--- src/rtl/itrd_pkg.sv ---
// Shared types, constants and helpers for the integer to radix digit converter.
// No dependencies; imported by every module of the block.
`timescale 1ns / 1ps

package itrd_pkg;

   localparam int VALUE_BITS_DEFAULT = 31;
   localparam int MAX_DIGITS_DEFAULT = 31;

   localparam int RADIX_BITS = 5;
   localparam int DIGIT_BITS = 4;
   localparam int CHAR_BITS  = 7;
   localparam int RSP_DATA_BITS = 16;

   localparam logic [RADIX_BITS-1:0] RADIX_RESET = 5'd10;
   localparam logic [RADIX_BITS-1:0] RADIX_MIN   = 5'd2;
   localparam logic [RADIX_BITS-1:0] RADIX_MAX   = 5'd16;

   localparam logic [DIGIT_BITS-1:0] DECIMAL_LIMIT = 4'd10;
   localparam logic [CHAR_BITS-1:0]  CHAR_ZERO     = 7'd48;
   localparam logic [CHAR_BITS-1:0]  CHAR_LETTER   = 7'd55;

   typedef enum logic [4:0] {
      ST_IDLE     = 5'b00001,
      ST_DIVIDE   = 5'b00010,
      ST_STORE    = 5'b00100,
      ST_READ     = 5'b01000,
      ST_PRESENT  = 5'b10000
   } state_type;

   // Controller to datapath
   typedef struct packed {
      logic load;
      logic div_step;
      logic store;
      logic emit_start;
      logic emit_next;
   } cmd_type;

   // Datapath to controller
   typedef struct packed {
      logic div_done;
      logic quot_zero;
      logic count_full;
      logic idx_zero;
   } status_type;

   function automatic logic [RADIX_BITS-1:0] clamp_radix(input logic [RADIX_BITS-1:0] raw);
      logic [RADIX_BITS-1:0] res;
      if (raw < RADIX_MIN) begin
         res = RADIX_MIN;
      end else if (raw > RADIX_MAX) begin
         res = RADIX_MAX;
      end else begin
         res = raw;
      end
      return res;
   endfunction

   function automatic logic [CHAR_BITS-1:0] digit_ascii(input logic [DIGIT_BITS-1:0] d);
      logic [CHAR_BITS-1:0] res;
      if (d < DECIMAL_LIMIT) begin
         res = CHAR_ZERO + CHAR_BITS'(d);
      end else begin
         res = CHAR_LETTER + CHAR_BITS'(d);
      end
      return res;
   endfunction

endpackage

--- src/rtl/itrd_ctrl.sv ---
// Sequencing state machine: divide, store each remainder, then emit digits.
// Depends on itrd_pkg; drives the datapath through cmd_type, reads status_type.
`timescale 1ns / 1ps

module itrd_ctrl
   import itrd_pkg::*;
(
   input  logic       clock,
   input  logic       reset,
   input  logic       req_tvalid,
   output logic       req_tready,
   output logic       rsp_tvalid,
   input  logic       rsp_tready,
   input  status_type status,
   output cmd_type    cmd
);

   state_type state_ff, state_in;

   always_ff @(posedge clock) begin
      if (reset) begin
         state_ff <= ST_IDLE;
      end else begin
         state_ff <= state_in;
      end
   end

   assign req_tready = (state_ff == ST_IDLE);
   assign rsp_tvalid = (state_ff == ST_PRESENT);

   always_comb begin
      state_in = state_ff;
      cmd      = '0;
      case (state_ff)
         ST_IDLE: begin
            if (req_tvalid) begin
               cmd.load = 1'b1;
               state_in = ST_DIVIDE;
            end
         end
         ST_DIVIDE: begin
            cmd.div_step = 1'b1;
            if (status.div_done) begin
               state_in = ST_STORE;
            end
         end
         ST_STORE: begin
            cmd.store = 1'b1;
            // stop once the quotient is exhausted or the store is full
            if (status.quot_zero || status.count_full) begin
               cmd.emit_start = 1'b1;
               state_in       = ST_READ;
            end else begin
               state_in = ST_DIVIDE;
            end
         end
         ST_READ: begin
            state_in = ST_PRESENT;
         end
         ST_PRESENT: begin
            if (rsp_tready) begin
               if (status.idx_zero) begin
                  state_in = ST_IDLE;
               end else begin
                  cmd.emit_next = 1'b1;
                  state_in      = ST_READ;
               end
            end
         end
         default: begin
            state_in = ST_IDLE;
         end
      endcase
   end

endmodule

--- src/rtl/itrd_datapath.sv ---
// Bit-serial restoring divider by the radix, digit store and emission read port.
// Depends on itrd_pkg; commanded by itrd_ctrl.
`timescale 1ns / 1ps

module itrd_datapath
   import itrd_pkg::*;
#(
   parameter int VALUE_BITS = VALUE_BITS_DEFAULT,
   parameter int MAX_DIGITS = MAX_DIGITS_DEFAULT
) (
   input  logic                  clock,
   input  logic                  reset,
   input  logic [VALUE_BITS-1:0] value,
   input  logic [RADIX_BITS-1:0] radix,
   input  cmd_type               cmd,
   output status_type            status,
   output logic [DIGIT_BITS-1:0] digit,
   output logic [CHAR_BITS-1:0]  digit_char,
   output logic                  last
);

   localparam int BW = (VALUE_BITS > 1) ? $clog2(VALUE_BITS) : 1;
   localparam int IW = (MAX_DIGITS > 1) ? $clog2(MAX_DIGITS) : 1;

   logic [VALUE_BITS-1:0] quot_ff;
   logic [DIGIT_BITS-1:0] rem_ff;
   logic [RADIX_BITS-1:0] radix_ff;
   logic [BW-1:0]         bit_cnt_ff;
   logic [IW-1:0]         cnt_ff;
   logic [IW-1:0]         idx_ff;
   logic [DIGIT_BITS-1:0] rd_data_ff;
   logic [DIGIT_BITS-1:0] store_mem [MAX_DIGITS];

   logic [RADIX_BITS-1:0] shifted;
   logic                  fits;
   logic [DIGIT_BITS-1:0] rem_in;

   // one restoring step: bring down the next dividend bit, subtract if it fits
   assign shifted = {rem_ff, quot_ff[VALUE_BITS-1]};
   assign fits    = (shifted >= radix_ff);
   assign rem_in  = fits ? DIGIT_BITS'(shifted - radix_ff) : DIGIT_BITS'(shifted);

   always_ff @(posedge clock) begin
      if (reset) begin
         bit_cnt_ff <= '0;
         cnt_ff     <= '0;
         idx_ff     <= '0;
         radix_ff   <= RADIX_MIN;
      end else begin
         if (cmd.load) begin
            bit_cnt_ff <= '0;
            cnt_ff     <= '0;
            radix_ff   <= clamp_radix(radix);
         end else if (cmd.div_step) begin
            bit_cnt_ff <= bit_cnt_ff + BW'(1);
         end else if (cmd.store) begin
            bit_cnt_ff <= '0;
            cnt_ff     <= cnt_ff + IW'(1);
         end
         if (cmd.emit_start) begin
            idx_ff <= cnt_ff;
         end else if (cmd.emit_next) begin
            idx_ff <= idx_ff - IW'(1);
         end
      end
   end

   always_ff @(posedge clock) begin
      if (cmd.load) begin
         quot_ff <= value;
         rem_ff  <= '0;
      end else if (cmd.div_step) begin
         quot_ff <= {quot_ff[VALUE_BITS-2:0], fits};
         rem_ff  <= rem_in;
      end else if (cmd.store) begin
         rem_ff <= '0;
      end
   end

   always_ff @(posedge clock) begin
      if (cmd.store) begin
         store_mem[cnt_ff] <= rem_ff;
      end
      rd_data_ff <= store_mem[idx_ff];
   end

   assign status.div_done   = (bit_cnt_ff == BW'(VALUE_BITS - 1));
   assign status.quot_zero  = (quot_ff == '0);
   assign status.count_full = (cnt_ff == IW'(MAX_DIGITS - 1));
   assign status.idx_zero   = (idx_ff == '0);

   assign digit      = rd_data_ff;
   assign digit_char = digit_ascii(rd_data_ff);
   assign last       = (idx_ff == '0);

endmodule

--- src/rtl/integer_to_radix_digits.sv ---
// Integer to radix digits: unsigned value to digits in radix 2..16, most significant first.
// Uses itrd_pkg, itrd_ctrl and itrd_datapath.
// Division runs one restoring step per cycle over all VALUE_BITS dividend bits for each digit,
// then stores the remainder; digits are then emitted through the registered store read.
// Throughput: one transaction in flight at a time.
// Reset: synchronous, active high; radix returns to 10, controller to idle.
`timescale 1ns / 1ps

module integer_to_radix_digits
   import itrd_pkg::*;
#(
   parameter int VALUE_BITS = VALUE_BITS_DEFAULT,
   parameter int MAX_DIGITS = MAX_DIGITS_DEFAULT
) (
   input  logic                                clock,
   input  logic                                reset,
   // tdata: value [VALUE_BITS-1:0], zero padding above
   input  logic [((VALUE_BITS+7)/8)*8-1:0]     req_tdata,
   input  logic                                req_tvalid,
   output logic                                req_tready,
   // tdata: digit [3:0], digit_char [10:4], zeros [15:11]
   output logic [RSP_DATA_BITS-1:0]            rsp_tdata,
   output logic                                rsp_tlast,
   output logic                                rsp_tvalid,
   input  logic                                rsp_tready,
   // radix register write
   input  logic [RADIX_BITS-1:0]               csr_data,
   input  logic                                csr_valid,
   output logic                                csr_ready
);

   logic [RADIX_BITS-1:0] radix_ff;
   cmd_type               cmd;
   status_type            status;
   logic [DIGIT_BITS-1:0] digit;
   logic [CHAR_BITS-1:0]  digit_char;
   logic                  last;

   // Radix register: always writable; sampled (and clamped) when a value is taken
   assign csr_ready = 1'b1;

   always_ff @(posedge clock) begin
      if (reset) begin
         radix_ff <= RADIX_RESET;
      end else if (csr_valid) begin
         radix_ff <= csr_data;
      end
   end

   // Controller: owns both handshakes and sequences the datapath
   itrd_ctrl u_ctrl (
      .clock      (clock),
      .reset      (reset),
      .req_tvalid (req_tvalid),
      .req_tready (req_tready),
      .rsp_tvalid (rsp_tvalid),
      .rsp_tready (rsp_tready),
      .status     (status),
      .cmd        (cmd)
   );

   // Datapath: divider, digit store and output formatting
   itrd_datapath #(
      .VALUE_BITS (VALUE_BITS),
      .MAX_DIGITS (MAX_DIGITS)
   ) u_datapath (
      .clock      (clock),
      .reset      (reset),
      .value      (req_tdata[VALUE_BITS-1:0]),
      .radix      (radix_ff),
      .cmd        (cmd),
      .status     (status),
      .digit      (digit),
      .digit_char (digit_char),
      .last       (last)
   );

   // Hold the digit from the registered store read for as long as it is offered
   assign rsp_tdata = {{(RSP_DATA_BITS - DIGIT_BITS - CHAR_BITS){1'b0}}, digit_char, digit};
   assign rsp_tlast = last;

   // Never take a new value while digits of the previous one are still offered
   a_no_overlap: assert property (@(posedge clock) disable iff (reset)
      !(req_tready && rsp_tvalid))
      else $error("input accepted while a digit is pending");

   // Character code must match the digit value
   a_char_match: assert property (@(posedge clock) disable iff (reset)
      rsp_tvalid |-> ((digit < DECIMAL_LIMIT && digit_char == CHAR_ZERO + CHAR_BITS'(digit)) ||
                      (digit >= DECIMAL_LIMIT && digit_char == CHAR_LETTER + CHAR_BITS'(digit))))
      else $error("digit character mismatch");

   // The final digit of a run returns the block to idle
   a_last_idle: assert property (@(posedge clock) disable iff (reset)
      (rsp_tvalid && rsp_tready && rsp_tlast) |=> req_tready)
      else $error("block not idle after final digit");

   // The datapath gets no load, divide step or store while digits are offered
   a_no_step_emit: assert property (@(posedge clock) disable iff (reset)
      rsp_tvalid |-> !(cmd.div_step || cmd.store || cmd.load))
      else $error("datapath commanded during emission");

endmodule
--- config.mk ---
export PLATFORM = sky130hd
export DESIGN_NAME = integer_to_radix_digits
export DESIGN_NICKNAME = d
export VERILOG_FILES = /design/src/rtl/itrd_pkg.sv /design/src/rtl/itrd_ctrl.sv /design/src/rtl/itrd_datapath.sv /design/src/rtl/integer_to_radix_digits.sv
export SDC_FILE = /design/constraint.sdc
export NUM_CORES = 1
export LEC_CHECK = 0
export BUFFER_PORTS_ARGS = -buffer_cell sky130_fd_sc_hd__buf_2
export CAP_MARGIN = 0
export CORE_UTILIZATION = 50
export DETAILED_ROUTE_END_ITERATION = 7
export PLACE_DENSITY = 0.71
export SLEW_MARGIN = 20
export SYNTH_ARGS = -nofsm -noshare
export SYNTH_HDL_FRONTEND = slang
export SYNTH_SLANG_ARGS = --single-unit
--- constraint.sdc ---
create_clock -name clock -period 2.5 [get_ports clock]
set_input_delay 0.25 -clock clock [delete_from_list [all_inputs] [get_ports clock]]
set_output_delay 0.25 -clock clock [all_outputs]
set_load 0.01 [all_outputs]
# ---- Word level (Yosys, flattened, before mapping)
# Memories as Yosys holds them, arrays and structs flattened. A register that Yosys moved wholly into a read port is not among the register bits.
# Cells that the tools add are included.
dict set report classes {
  addsub 6
  order_cmp 4
  eq_ne 10
  mux 28
  bitwise 1
  reduce_logical 9
}
# op count
set ops {}
lappend ops {{$mux W31} 2}
lappend ops {{$mux W5} 9}
lappend ops {{$logic_not A31 Y1} 1}
lappend ops {{$pmux W5 S5} 1}
lappend ops {{$mux W4} 5}
lappend ops {{$eq A5 B5 Y1 const B} 3}
lappend ops {{$add A6 B4 Y7 const A} 2}
lappend ops {{$add A5 B1 Y5 const B} 2}
lappend ops {{$mux W1} 9}
lappend ops {{$mux W7} 1}
lappend ops {{$reduce_bool A2 Y1} 3}
lappend ops {{$eq A5 B1 Y1 const B} 1}
lappend ops {{$eq A5 B2 Y1 const B} 1}
lappend ops {{$eq A5 B3 Y1 const B} 1}
lappend ops {{$eq A5 B4 Y1 const B} 1}
lappend ops {{$ge A5 B5 Y1} 1}
lappend ops {{$gt A5 B5 Y1 const B} 1}
lappend ops {{$logic_not A5 Y1} 1}
lappend ops {{$lt A5 B2 Y1 const B} 1}
lappend ops {{$sub A5 B1 Y5 const B} 1}
lappend ops {{$lt A4 B4 Y1 const B} 1}
lappend ops {{$ne A2 B2 Y1 const B} 2}
lappend ops {{$sub A4 B4 Y4} 1}
lappend ops {{$reduce_and A3 Y1} 1}
lappend ops {{other kinds (6)} 6}
dict set report word_totals {
  reg_bits 65
  mem_bits_rw 124
  input_bits 42
  out_inout_bits 20
  mem_count 1
}
# name words word_bits rd rd_ports_with_merged_regs write_ports line_no
set mem_list {}
lappend mem_list {u_datapath.store_mem 31 4 1 1 1 itrd_datapath.sv:32} ;# logic [DIGIT_BITS-1:0] store_mem [MAX_DIGITS];

# ---- Logic depth before layout (Yosys ltp)
# Gate-level depths: netlist of the first run.
dict set report logic_depth {
  depth_word 6
  mapped_depth 10
}

# ---- By module
# A second synthesis of the first run with hierarchy kept.
dict set report hier_totals {
  cells_unflattened 597
  hier_area_um2 8493.1
}
# mod instances cells_per_inst area_each_um2 seq_area_each_um2
set by_module_without_submodules {}
lappend by_module_without_submodules {itrd_datapath 1 534 7922.6 5215.0}
lappend by_module_without_submodules {itrd_ctrl 1 39 339.1 100.1}
lappend by_module_without_submodules {integer_to_radix_digits 1 24 231.5 100.1}

# ---- Worst setup path after synthesis of the first run
# Ideal clock, no wire load.
dict set report synth_timing {
  path_type {register -> register}
  startpoint {register u_datapath.idx_ff[0]}
  endpoint {register u_datapath.idx_ff[1]}
  setup_time_ns 0.087
  arrival_time_ns 2.370
  slack_ns 0.043
  path_stages_with_launch 11
  cell_sequence {dfxtp_1 > buf_6 > buf_4 > buf_2 > inv_1 > ha_1 > or4b_1 > nand3b_1 > mux2_2 > a211o_1 > o31ai_1}
}
dict set report synth_between {
  elab_chain_len 5
}
# item line_no
set synth_rtl {}
lappend synth_rtl {{from (decl)} itrd_datapath.sv:30} ;# logic [IW-1:0] idx_ff;
lappend synth_rtl {{from (signal assigned)} itrd_datapath.sv:61} ;# idx_ff <= cnt_ff;
lappend synth_rtl {{from (signal assigned)} itrd_datapath.sv:63} ;# idx_ff <= idx_ff - IW'(1);
lappend synth_rtl {{branches (longest 5 deep; another with $sub A5 B1 Y5)} --}
# Several ways; the timed one is not identified. The select of a mux whose other input is x is not followed.
# A chain may end at the register's enable or synchronous reset.

==> results.md, run 1 <==
- Final core occ: 59.08%
- Cell Area, Synth: 0.008354 mm^2
- Synth unique cells: 54
- Max-Cap Viols: 0
- Clock Power Share: 38.6%
- Avg Cell Area, Syn: 13.35 um^2
- Placed Cells: 878
- Asr flop ratio synth: 0%
- Met3 WL: 891 um
- Vias: 5110
- Vias in the first global route: 5145
- First-pass GRT wire length: 26.60 mm
- Post-DP Area: 0.008862 mm^2
- Leak Pwr: 3.342 nW
- Antenna diodes: 0
- Post-route setup TNS: 0 ps
- Post-CTS Hold Buffers: 0
- DRC: 0
- Clock-pin slew on the worst setup and hold paths: 70 ps
- Num CTS Buffers: 17
- Die Span Y: 131.3 um
- DR pass1 iterations: 5
- Critical Path RT: 2820 ps
- Worst min path class: input pin to flop
- Final std cells w/o fill: 910
- Worst Setup End Kind: flop
- TritonCTS clock tree: yes
- P_int: 5.934 mW
- Buffer count from post-CTS setup fixing: 0
- Final WS setup: 377.1 ps
- Critical Path Start Type: flop
- First DRT Iteration DRCs: 440
- Post_cts resized: 0
- DR top layer: met4
- Clock buffer depth: 2
- WL/cell: 18.03 um
- Main synth FF type: edfxtp_1
- Die area: 0.01723 mm^2
- Worst Skew: 7.982 ps
- Crit Path Max Fanout: 33
- VDD IR max: 556.3 uV
- Die W: 131.3 um
- Max Clk Rate: 471.1 MHz
- Finished Cell Area: 0.009520 mm^2
- RePlAce Congestion: 0.8044
- Combinational share of power: 10.9%
- Total power: 7.721 mW
- M1 wire length: 7.047 mm
- HPWL after DPL: 10.86 mm
- Hold Fails Final Rpt: 0
- Endpoints failing setup: 0
- Via/cell ratio: 5.615
- Power Dens Cells: 811.0 mW/mm^2
- Root Driver: clkbuf_16
- Layout cell share with drive strength beyond 1: 20.89%
- Row cnt: 46
- Period minus WS final: 2123 ps
- Total track usage: 20.16%
- Unrepaired setup endpoints after global routing: false
- Initial Util: 51.84%
- Routed WL: 16.41 mm
- Register area share after synthesis: 64.82%
- WP data arrival: 2440 ps
- Flop pwr share: 50.5%
- Final ANT Viol Nets: 0
- Nets: 737
- Initial antenna violation count: 0
- Routed wl met2: 8.286 mm
- IO Port Bufs: 54
- Hold WS: 43.30 ps
- Core region area: 0.01612 mm^2
- Status: complete, no violations
- Synthesized instance count: 626
- Io pins: 62
- Psw: 1.786 mW
- Layout area overhead: 13.96%
- Synthesis Warnings: 0
- Setup CP Type: flop to flop
- Grt total ovfl: 0
- Pre-CTS WS: 364.4 ps
- Largest net degree at the start of global routing: 37
- Clk sinks: 193
- EDFF count, synth: 155
- H-Tree Depth: 4
- Sw Share: 23.14%
- Final period utilization: 84.91%
- Fin. max-slew vios: 0
- Fillers: 1248
- Register bit total from synthesis: 193
- Worst-Skew Late Latency: 430 ps
## power groups by stage
stage               clock, mW  combinational [mW]  sequential [mW]
finish                   2.98               0.842             3.90
global route             3.16               0.943             3.92
CTS                      3.02               0.850             3.90
detailed placement          0               0.849             3.96
global placement            0               0.812             3.96
floorplan                   0               0.490             4.01
## path summary, 6_finish.rpt
path,from,endpoint,slack [ps],cells after the start
hold reg to reg,u_datapath.radix_ff[4],u_datapath.radix_ff[4],450,2
setup / recovery,u_datapath.idx_ff[0],u_datapath.digit[1],380,4
hold / removal,csr_data[3],radix_ff[3],40,3
setup reg to reg,u_datapath.idx_ff[0],u_datapath.digit[1],380,4
## logic make-up (layout without fill, tap and decap cells)
| kind of cell | Yosys count | after routing | synth area share (%) |
|---|---|---|---|
| simple gates | 240 | 240 | 12.76 |
| flops | 193 | 193 | 64.82 |
| buf+inv | 60 | 124 | 3.265 |
| compound gates | 52 | 52 | 4.149 |
| mux | 52 | 52 | 11.37 |
| fa+ha+maj | 14 | 14 | 2.187 |
| xor+xnor | 13 | 13 | 1.363 |
| other cells | 2 | 6 | 0.08989 |
## final cells by class
class                   count  area, um^2  share of cell area, %
multi-input cells         377        2681                  28.16
clock buffers              20       456.7                  4.797
well taps                 216       270.3                  2.839
inverters                  23       86.33                 0.9068
clock inverters            12       201.4                  2.116
flip-flops and latches    193        5416                  56.89
repair buffers             69       407.9                  4.284
## layer usage
layer,track usage (%),vias to the layer above
met5,0,-
met4,6.072,0
met3,4.745,17
met2,33.69,175
met1,26.22,2524
li1,-,2394
## Yosys cell counts, types with 7 or more instances
master	instances	area, um^2
nand4_1	8	50.05
mux2i_1	15	150.1
a21oi_1	12	60.06
buf_4	7	52.55
nand3_1	8	40.04
mux4_2	34	765.7
nor2_1	57	214.0
edfxtp_1	155	4654
nand2_1	126	473.0
inv_1	22	82.58
ha_1	13	162.7
xnor2_1	7	61.31
o21ai_0	11	55.05
clkbuf_1	23	86.33
dfxtp_1	38	760.7
nor4_1	9	56.30
## state kept, by name, indices dropped and copies added (netlist names)
register,flops
u_datapath.bit_cnt_ff,5
u_datapath.digit,4
u_datapath.radix_ff,5
radix_ff,5
u_datapath.cnt_ff,5
u_datapath.rem_ff,4
u_datapath.quot_ff,31
u_datapath.idx_ff,5
u_datapath.store_mem,124
u_ctrl.state_ff,5
## layout by cell type, fill, tap and decap left out, types with 13 or more instances in the layout
| master | count |
|---|---|
| inv_1 | 22 |
| mux2i_1 | 15 |
| ha_1 | 13 |
| nand2_1 | 126 |
| mux4_2 | 34 |
| buf_4 | 13 |
| clkbuf_16 | 17 |
| dfxtp_1 | 37 |
| buf_2 | 54 |
| edfxtp_1 | 155 |
| nor2_1 | 57 |
## critical path, stage by stage, from the launching register on
cell and delay (ps):
dfxtp_2 350, buf_12 270, mux4_2 570, mux4_2 510, mux2_2 290
(Power assumes the default switching activity.)
==> run 2, diff against run 1 <==
==> constraint.sdc (replaced) <==
create_clock -name clock -period 1.75 [get_ports clock]
set_input_delay 0.175 -clock clock [delete_from_list [all_inputs] [get_ports clock]]
set_output_delay 0.175 -clock clock [all_outputs]
set_load 0.01 [all_outputs]
==> run 2 against run 1 <==
The flow now finishes with violations (setup timing). Final area increased by 14%. Via count is 11% higher. Register-to-register slack lost 650 ps. First-iteration DRC count rose by 25%. Die area did not move. Clock power up 27%. Combinational power is 110% higher. Sequential share of layout area is 6.6 points lower. Clock-buffer cell count decreased by 2. Final cell count is 11% higher. Critical path type unchanged. Routed wire length rose by 18%.
==> results.md, run 2 (synthesis gave the netlist of run 1 again) <==
- Status: finished, violations left
- Failing checks: setup timing
- Worst min path class: input pin to flop
- Hold WS: 1.636 ps
- Num CTS Buffers: 17
- Finished Cell Area: 0.01082 mm^2
- Clk sinks: 193
- RePlAce Congestion: 0.8544
- Antenna diodes: 0
- Total track usage: 23.36%
- Worst Skew: 10.38 ps
- First-pass GRT wire length: 30.52 mm
- Vias in the first global route: 5731
- VDD IR max: 790.8 uV
- Reg with most FFs: u_datapath.store_mem
- WP data arrival: 2370 ps
- Clock Power Share: 33.7%
- Endpoints failing setup: 21
- Final period utilization: 115.5%
- Placed Cells: 928
- WL/cell: 19.16 um
- DR pass1 iterations: 4
- Die area: 0.01723 mm^2
- Worst Setup End Kind: flop
- Die W: 131.3 um
- Clock buffer depth: 2
- Unrepaired setup endpoints after global routing: true
- Max Clk Rate: 494.7 MHz
- Post-DP Area: 0.009438 mm^2
- Max reg flops: 124
- Psw: 3.013 mW
- Initial Util: 51.84%
- Sw Share: 27.00%
- Final WS setup: -271.5 ps
- Layout cell share with drive strength beyond 1: 35.97%
- Combinational share of power: 16.0%
- CP startpoint: u_datapath.idx_ff[0]
- Leak Pwr: 3.896 nW
- Row cnt: 46
- Total power: 11.16 mW
- TritonCTS clock tree: yes
- R2R cell count: 8
- Final ANT Viol Nets: 0
- Nets: 838
- Power Dens Cells: 1032 mW/mm^2
- Die Span Y: 131.3 um
- Core region area: 0.01612 mm^2
- P_int: 8.147 mW
- Vias: 5666
- Fin. max-slew vios: 0
- Critical Path RT: 2090 ps
- Grt total ovfl: 0
- Root Driver: clkbuf_16
- HPWL after DPL: 11.70 mm
- Worst R2R Setup Slack: -270 ps
- Critical Path Start Type: flop
- Reg2reg start: u_datapath.idx_ff[0]
- Largest net degree at the start of global routing: 35
- Hold Fails Final Rpt: 0
- Reg2reg end: u_datapath.idx_ff[1]
- First DRT Iteration DRCs: 551
- Final std cells w/o fill: 1011
- H-Tree Depth: 4
- Max-Cap Viols: 0
- Initial antenna violation count: 0
- Worst Setup EP: u_datapath.idx_ff[1]
- Final core occ: 67.12%
- Clock-pin slew on the worst setup and hold paths: 80 ps
- IO Port Bufs: 54
- Largest regs: u_datapath.store_mem x124, u_datapath.quot_ff x31
- Commonest cells after routing, fill and taps aside: 155 x edfxtp_1, 121 x nand2_1, 60 x buf_4
- Via/cell ratio: 5.604
- Io pins: 62
- DRC: 0
- Routed WL: 19.37 mm
- Crit Path Max Fanout: 3
- Most common cell after layout, fill and taps aside: edfxtp_1
- Flop pwr share: 50.3%
- Period minus WS final: 2022 ps
- Setup CP Type: flop to flop
- Layout area overhead: 29.47%
- Worst-Skew Late Latency: 440 ps
[run 2: power by group through the flow]
stage                     Sequential, mW  Clock [mW]  Combinational [mW]
after floorplan                     5.74           0               0.787
after global placement              5.66           0                1.33
after detailed placement            5.67           0                1.41
after CTS                           5.58        3.80                1.56
after global routing                5.63        3.99                1.94
final                               5.61        3.77                1.78
[run 2: worst min-delay path by stage]
stage | startpoint | endpoint | slack, ps | cells after the start
5_1_grt | req_tdata[21] | u_datapath.quot_ff[21] | 20 | 3
2_1_floorplan | csr_data[1] | radix_ff[1] | 300 | 2
6_report | req_tdata[21] | u_datapath.quot_ff[21] | 2 | 3
4_1_cts | req_tdata[21] | u_datapath.quot_ff[21] | 0.5 | 3
3_5_place_dp | csr_data[3] | radix_ff[3] | 400 | 3
3_3_place_gp | csr_data[1] | radix_ff[1] | 390 | 3
[run 2: per-layer routing]
metal  GRT usage, %  vias up  share of wire [%]
met5              0        -                  0
met4          7.687        0                1.8
met3          4.823       33                5.3
met2          40.37      230                 52
met1          29.39     2795                 41
li1               -     2608                  -
[run 2: timing repair]
item,4_1_cts,5_1_grt
gates resized for setup,31,36
hold endpoints to repair,31,0
pin swaps,12,22
buffers inserted,10,8
gates cloned,3,2
setup endpoints to repair,65,94
hold buffers,31,0
[run 2: critical path, cell delays in order (launching register included)]
cell	delay, ps
dfxtp_4	370
buf_6	130
inv_6	50
ha_4	120
or4b_4	470
nand3b_1	180
mux2_4	320
a211o_1	220
o31ai_1	70
[run 2: metrics by stage]
stage                     setup slack, ps  setup TNS (ps)
after floorplan                    -423.6           -1670
after global placement             -180.1           -1437
after detailed placement           -228.7           -3505
after CTS                          -238.9           -1745
after global routing               -337.6           -3477
final                              -271.5           -1883
[run 2: layout make-up]
cell class | instances | area (um^2)
Sequential cell | 193 | 5440
Fill cell | 1051 | 5299
Multi-Input combinational cell | 380 | 3067
Timing Repair Buffer | 167 | 1378
Clock buffer | 18 | 439.2
Tap cell | 216 | 270.3
Clock inverter | 14 | 131.4
Inverter | 23 | 91.34
